<file path="config.mk">
export PLATFORM = sky130hd
export DESIGN_NAME = kuat_ram
export DESIGN_NICKNAME = d
export VERILOG_FILES = /design/src/hw/rtl/kuat_ram.sv
export SDC_FILE = /design/constraint.sdc
export NUM_CORES = 1
export LEC_CHECK = 0
export ABC_AREA = 1
export BUFFER_PORTS_ARGS = -buffer_cell sky130_fd_sc_hd__buf_2
export CORE_ASPECT_RATIO = 1.5
export CORE_MARGIN = 2
export CORE_UTILIZATION = 42
export DETAILED_ROUTE_END_ITERATION = 10
export SYNTH_ARGS = -nofsm -noshare
export SYNTH_HDL_FRONTEND = slang
export SYNTH_SLANG_ARGS = --single-unit
</file>
<file path="constraint.sdc">
create_clock -name clk -period 1.5 [get_ports clk]
set_clock_uncertainty 0.15 [all_clocks]
set_input_delay 0.3 -clock clk [delete_from_list [all_inputs] [get_ports clk]]
set_output_delay 0.3 -clock clk [all_outputs]
set_load 0.02 [all_outputs]
</file>
<file path="src/hw/rtl/kuat_ram.sv">
// Generic single-write, single-read memory with a registered read port.
// Used for the entry table. No dependencies.
module kuat_ram #(
  parameter int WIDTH = 8,
  parameter int DEPTH = 16
) (
  input  logic                                    clk,
  input  logic                                    wr_en,
  input  logic [((DEPTH > 1) ? $clog2(DEPTH) : 1)-1:0] wr_addr,
  input  logic [WIDTH-1:0]                        wr_data,
  input  logic                                    rd_en,
  input  logic [((DEPTH > 1) ? $clog2(DEPTH) : 1)-1:0] rd_addr,
  output logic [WIDTH-1:0]                        rd_data
);

  logic [WIDTH-1:0] mem [DEPTH];

  always_ff @(posedge clk) begin
    if (wr_en) begin
      mem[wr_addr] <= wr_data;
    end
    if (rd_en) begin
      rd_data <= mem[rd_addr];
    end
  end

endmodule

</file>
==> results of run 1 <==
routing by layer:
layer	vias to the layer above	track usage [%]
met3	11	3.67
met5	-	0
met4	0	6.92
met2	100	34.5
li1	1878	-
met1	1823	23.0
flip-flops by register name, summed over array words and instances, names as in the netlist:
register / flops
mem: 128
rd_data: 8
cell usage in the layout (no fill, tap or decap):
cell        Yosys  routed
nand2_1       173     173
edfxtp_1      136     136
inv_1         100     100
nand3_1        97      97
buf_2          13      26
buf_4           4      23
nor2_1         17      17
clkbuf_16       0      17
clkinvlp_4      0       6
buf_12          0       4
inv_6           0       3
inv_2           2       2
nand3b_1        2       2
bufinv_16       0       2
clkinv_2        0       2
clkbuf_1        0       1
clkinv_4        0       1
layout make-up:
type | instances | area, sq um | share of cell area [%]
Sequential cell | 136 | 4080 | 59.7
Tap cell | 162 | 203 | 2.96
Clock inverter | 14 | 150 | 2.19
Multi-Input combinational cell | 289 | 1210 | 17.7
Inverter | 102 | 383 | 5.59
Clock buffer | 18 | 429 | 6.27
Timing Repair Buffer | 53 | 383 | 5.59
metrics by stage:
stage                     power [mW]  TNS [ns]  worst slack, ns  cells
after global placement          4.94     -1.18           -0.205    742
after CTS                       8.98         0           0.0421    774
after global routing            9.20         0           0.0203    774
final                           8.92         0           0.0490    774
after floorplan                 4.70         0           0.0992    551
after detailed placement        4.96     -1.28           -0.238    742
kinds of logic (layout without fill, tap and decap cells):
family,count (synthesis),after routing,share of synthesized area (%)
buf+inv,126,187,9.39
flops,136,136,69.8
simple gates,289,289,20.8
final timing paths:
kind / start / end / cells after the start
setup / recovery: rd_data[5] / rd_data[5] / 1
hold / removal: rd_en / rd_data[3] / 1
setup reg to reg: mem[9][7] / rd_data[7] / 6
hold reg to reg: mem[4][7] / rd_data[7] / 6
power by group through the flow:
stage / logic [mW] / clock network, mW / registers (mW)
floorplan: 0.300 / 0 / 4.40
global placement: 0.562 / 0 / 4.38
detailed placement: 0.571 / 0 / 4.39
CTS: 0.574 / 4.10 / 4.31
global route: 0.621 / 4.27 / 4.31
finish: 0.566 / 4.04 / 4.31
==> out/metrics.cfg, run 1 <==
[place]
place_hpwl_um=8910
io_buffers=26
gp_congestion=0.856
place_area_sq_um=6270

[timing]
slew_headroom_pct=60.5
min_period_over_period_pct=96.7
rsz0062_at_grt=no
fin_hold_ws_ns=0.107
finalHoldViolCount=0
tightest_slew_ns=0.591
setup_violations=0
fmax_mhz=689
report.final.slew_viol_count=0
min_period_ns=1.45

[cts]
path_clk_slew_ns=0.06
cts_hold_buf=0
cts_tree=yes
cts_buffers=17
cts_max_path_buffers=2
post_cts_buffers=0
clkLatencyLatePin_ns=0.41
clkSinkCount=136
cts-resized-gates=0
htreeDepth=4
cts_root_buf=clkbuf_16

[yosys]
synth_most_common_cell=nand2_1
synth_edf_count=136
yosys_warnings=0
syn_nets=570
yosysTopAreaCell=edfxtp_1
ys_seq_elements=136
async_reset_ff_share_pct=0
ys.flop_type=edfxtp_1
synthTopCellsByCount=nand2_1, edfxtp_1, inv_1, nand3_1, nor2_1
synth_top_area_share_pct=69.8
synthCells=551
synthTopCellsByArea=edfxtp_1, nand2_1, nand3_1
synth_cell_type_count=11
synth.avg_cell_area_sq_um=10.6
synth-seq-area-share_pct=69.8
synth_area_sq_um=5850

[floorplan]
pin_count=27
die_width_um=100
dieArea_sq_um=14900
die_height_um=149
core_area_sq_um=13500
start_util_pct=43.2
fp-row-count=52

[min_path]
worstHoldPathType=in2reg

[power_and_ir_drop]
vdd_drop_max_mv=0.612
p_comb_share_pct=6.3
swShare_pct=22.5
powerDensity_nw_per_um2=1300
p_clk_share_pct=45.4
seq_power_share_pct=48.3
p_leak_nw=2.95
p_int_mw=6.91
p_switching_mw=2.01

[grt]
antenna_found_initial=0
grt-ovfl-total=0
grt_max_degree=43
track_usage_pct=19.3
grt_pass1_vias=3746
grt_pass1_wl_um=20800

[layout]
fin_area_sq_um=6850
final_util_pct=50.6
fill_cells=1206
antenna-diode-count=0
area_growth_pct=17.1
drive_gt1_share_pct=14.1
finalNetCount=618

[worst_setup_path]
path_buf_inv=1
endpoint_kind=output port
path_max_fanout=1
path_cells=buf_2
worst_path_dominant_cell_family=flip-flops
start_kind=register
critPathMaxStageDelay_ns=0.41
rrSetupSlack_ns=0.20
worstSetupPathType=reg2out
worstPathRequired_ns=1.05
crit_slowest_cell=edfxtp_1
arrival_ns=1.00

[routing]
ant_nets=0
vias=3812
drcViolationCount=0
met2_wirelength_um=7400
drt-vias-per-instance=4.93
top_layer=met4
drt_iter0_markers=251
dr.pass1.iters=4
wl_met3_um=612
drt-total-wl_um=13700
wl_per_cell_um=17.7
wl_met1_um=5490

[run]
cap_violations=0

[outcome]
outcome=completed

Power figures use the tool's default switching activity.
==> run 2: changes to the inputs <==
--- a/config.mk
+++ b/config.mk
@@ -9,7 +9,7 @@
 export BUFFER_PORTS_ARGS = -buffer_cell sky130_fd_sc_hd__buf_2
 export CORE_ASPECT_RATIO = 1.5
 export CORE_MARGIN = 2
-export CORE_UTILIZATION = 42
+export CORE_UTILIZATION = 40
 export DETAILED_ROUTE_END_ITERATION = 10
 export SYNTH_ARGS = -nofsm -noshare
 export SYNTH_HDL_FRONTEND = slang
==> run 2 against run 1 <==
Effect of this change:
- clock power rose by 16%
- total power rose by 7.3%
- core utilization fell by 1.8 points
==> out/metrics.cfg, run 2 (synthesis gave the netlist of run 1 again) <==
[cts]
clkLatencyLatePin_ns=0.42  ; was 0.41 ns
post_cts_buffers=0  ; unchanged
cts-resized-gates=0  ; unchanged
cts_hold_buf=0  ; unchanged
cts_buffers=17  ; unchanged
path_clk_slew_ns=0.06  ; about the same
cts_max_path_buffers=2  ; unchanged
cts_tree=yes  ; unchanged
cts_root_buf=clkbuf_16  ; unchanged
htreeDepth=4  ; unchanged
clkSinkCount=136  ; unchanged

[place]
place_hpwl_um=9140  ; was 8910 um
post-place-ws_ns=-0.145  ; was -0.238 ns
place_area_sq_um=6350  ; was 6270 sq um
io_buffers=26  ; unchanged
gp_congestion=0.861  ; was 0.856

[routing]
drt_iter0_markers=289  ; was 251
dr.pass1.iters=4  ; unchanged
drt-vias-per-instance=4.74  ; was 4.93
vias=3856  ; was 3812
wl_per_cell_um=16.2  ; was 17.7 um
ant_nets=0  ; unchanged
drcViolationCount=0  ; unchanged
drt-total-wl_um=13200  ; was 13700 um

[power_and_ir_drop]
swShare_pct=20.7  ; was 22.5%
p_comb_share_pct=5.9  ; was 6.3%
p_clk_share_pct=49.1  ; was 45.4%
seq_power_share_pct=45.0  ; was 48.3%
p_int_mw=7.59  ; was 6.91 mW
vdd_drop_max_mv=0.629  ; was 0.612 mV
p_leak_nw=3.04  ; was 2.95 nW
finalPower_mw=9.57  ; was 8.92 mW
p_switching_mw=1.98  ; was 2.01 mW
powerDensity_nw_per_um2=1360  ; was 1300 nW/um^2

[floorplan]
core_area_sq_um=14400  ; was 13500 sq um
fp-row-count=54  ; was 52
dieArea_sq_um=15600  ; was 14900 sq um
start_util_pct=40.6  ; was 43.2%
die_height_um=152  ; was 149 um
die_width_um=103  ; was 100 um
pin_count=27  ; unchanged

[layout]
area_growth_pct=20.2  ; was 17.1%
layout_commonest_cell=nand2_1  ; unchanged
fin_area_sq_um=7030  ; was 6850 sq um
largest_reg_flops=128  ; unchanged
antenna-diode-count=0  ; unchanged
most-common-layout-cells=nand2_1, edfxtp_1, inv_1  ; unchanged
regMostFlops=mem  ; unchanged
finalNetCount=624  ; was 618
final_util_pct=48.8  ; was 50.6%
reg.largest.list=mem x128, rd_data x8  ; unchanged
fill_cells=1268  ; was 1206
drive_gt1_share_pct=14.9  ; was 14.1%

[grt]
grt-ovfl-total=0  ; unchanged
grt_max_degree=33  ; was 43
grt_pass1_vias=3830  ; was 3746
antenna_found_initial=0  ; unchanged
grt_pass1_wl_um=20700  ; was 20800 um
track_usage_pct=18.2  ; was 19.3%

[timing]
fin_ws_ns=0.0308  ; was 0.0490 ns
fmax_mhz=681  ; was 689 MHz
tns_ns=0  ; unchanged
report.final.slew_viol_count=0  ; unchanged
min_period_over_period_pct=97.9  ; was 96.7%
finalHoldViolCount=0  ; unchanged
min_period_ns=1.47  ; was 1.45 ns
slew_headroom_pct=76.3  ; was 60.5%
setup_violations=0  ; unchanged
tightest_slew_ns=0.356  ; was 0.591 ns
rsz0062_at_grt=no  ; unchanged

[worst_setup_path]
worstPathRequired_ns=1.05  ; about the same
critPathMaxStageDelay_ns=0.41  ; about the same
crit_path_start=rd_data[1]  ; was rd_data[5]
path_max_fanout=1  ; unchanged
start_kind=register  ; unchanged
worst_path_dominant_cell_family=flip-flops  ; unchanged
crit_slowest_cell=edfxtp_1  ; unchanged
path_cells=buf_2  ; unchanged
rrSetupSlack_ns=0.18  ; was 0.20 ns
r2r_start=mem[9][1]  ; was mem[9][7]
endpoint_kind=output port  ; unchanged
worstSetupPathType=reg2out  ; unchanged
path_buf_inv=1  ; unchanged
arrival_ns=1.02  ; was 1.00 ns

[run]
cap_violations=0  ; unchanged

[outcome]
outcome=completed  ; unchanged

[min_path]
worstHoldPathType=in2reg  ; unchanged
hold_start=rd_en  ; unchanged

run 2: changes by cell type in the layout (fill, tap and decap cells not counted):
| cell | previous run | this run |
|---|---|---|
| buf_4 | 23 | 29 |
| clkbuf_1 | 1 | 0 |
| clkinv_4 | 1 | 2 |
| clkinv_1 | 0 | 1 |
| bufinv_16 | 2 | 6 |
| clkinvlp_4 | 6 | 2 |
| clkinv_2 | 2 | 1 |
run 2: final timing paths:
kind                 to  depth (start not counted)
min          rd_data[5]                          1
max reg2reg  rd_data[1]                          6
min reg2reg  rd_data[4]                          6
max          rd_data[1]                          1
run 2: area by class of cell:
| class | count | area [sq um] | area share, % |
|---|---|---|---|
| clock buffers | 17 | 425 | 6.05 |
| multi-input cells | 289 | 1210 | 17.3 |
| inverters | 102 | 383 | 5.45 |
| repair buffers | 59 | 428 | 6.09 |
| well taps | 196 | 245 | 3.49 |
| clock inverters | 15 | 248 | 3.53 |
| flip-flops and latches | 136 | 4080 | 58.1 |
run 2: through the flow:
step / instances / hold slack, ns
CTS: 814 / 0.0820
global placement: 782 / 0.520
floorplan: 551 / 0.249
detailed placement: 782 / 0.516
global route: 814 / 0.0863
finish: 814 / 0.0956
run 2: layer usage:
metal / track usage, % / share of wire (%) / up-vias / wire (um)
met3: 3.59 / 4.8 / 23 / 635
met1: 22.2 / 39 / 1852 / 5210
met2: 30.9 / 53 / 90 / 7050
li1: - / - / 1891 / -
met5: 0 / 0 / - / 0
met4: 8.00 / 2.4 / 0 / 312
run 2: worst register-to-register path: stages, from the launching register on:
cell and delay [ns]:
edfxtp_1 0.37, inv_1 0.07, nand2_1 0.04, nand3_1 0.08, nand3_1 0.16, nand3_1 0.14, nand2_1 0.06
run 2: power groups by stage:
stage               clock (mW)  combinational [mW]  sequential (mW)
floorplan                    0               0.300             4.40
global placement             0               0.560             4.39
detailed placement           0               0.570             4.39
CTS                       4.75               0.572             4.31
global route              4.92               0.632             4.31
finish                    4.70               0.565             4.31
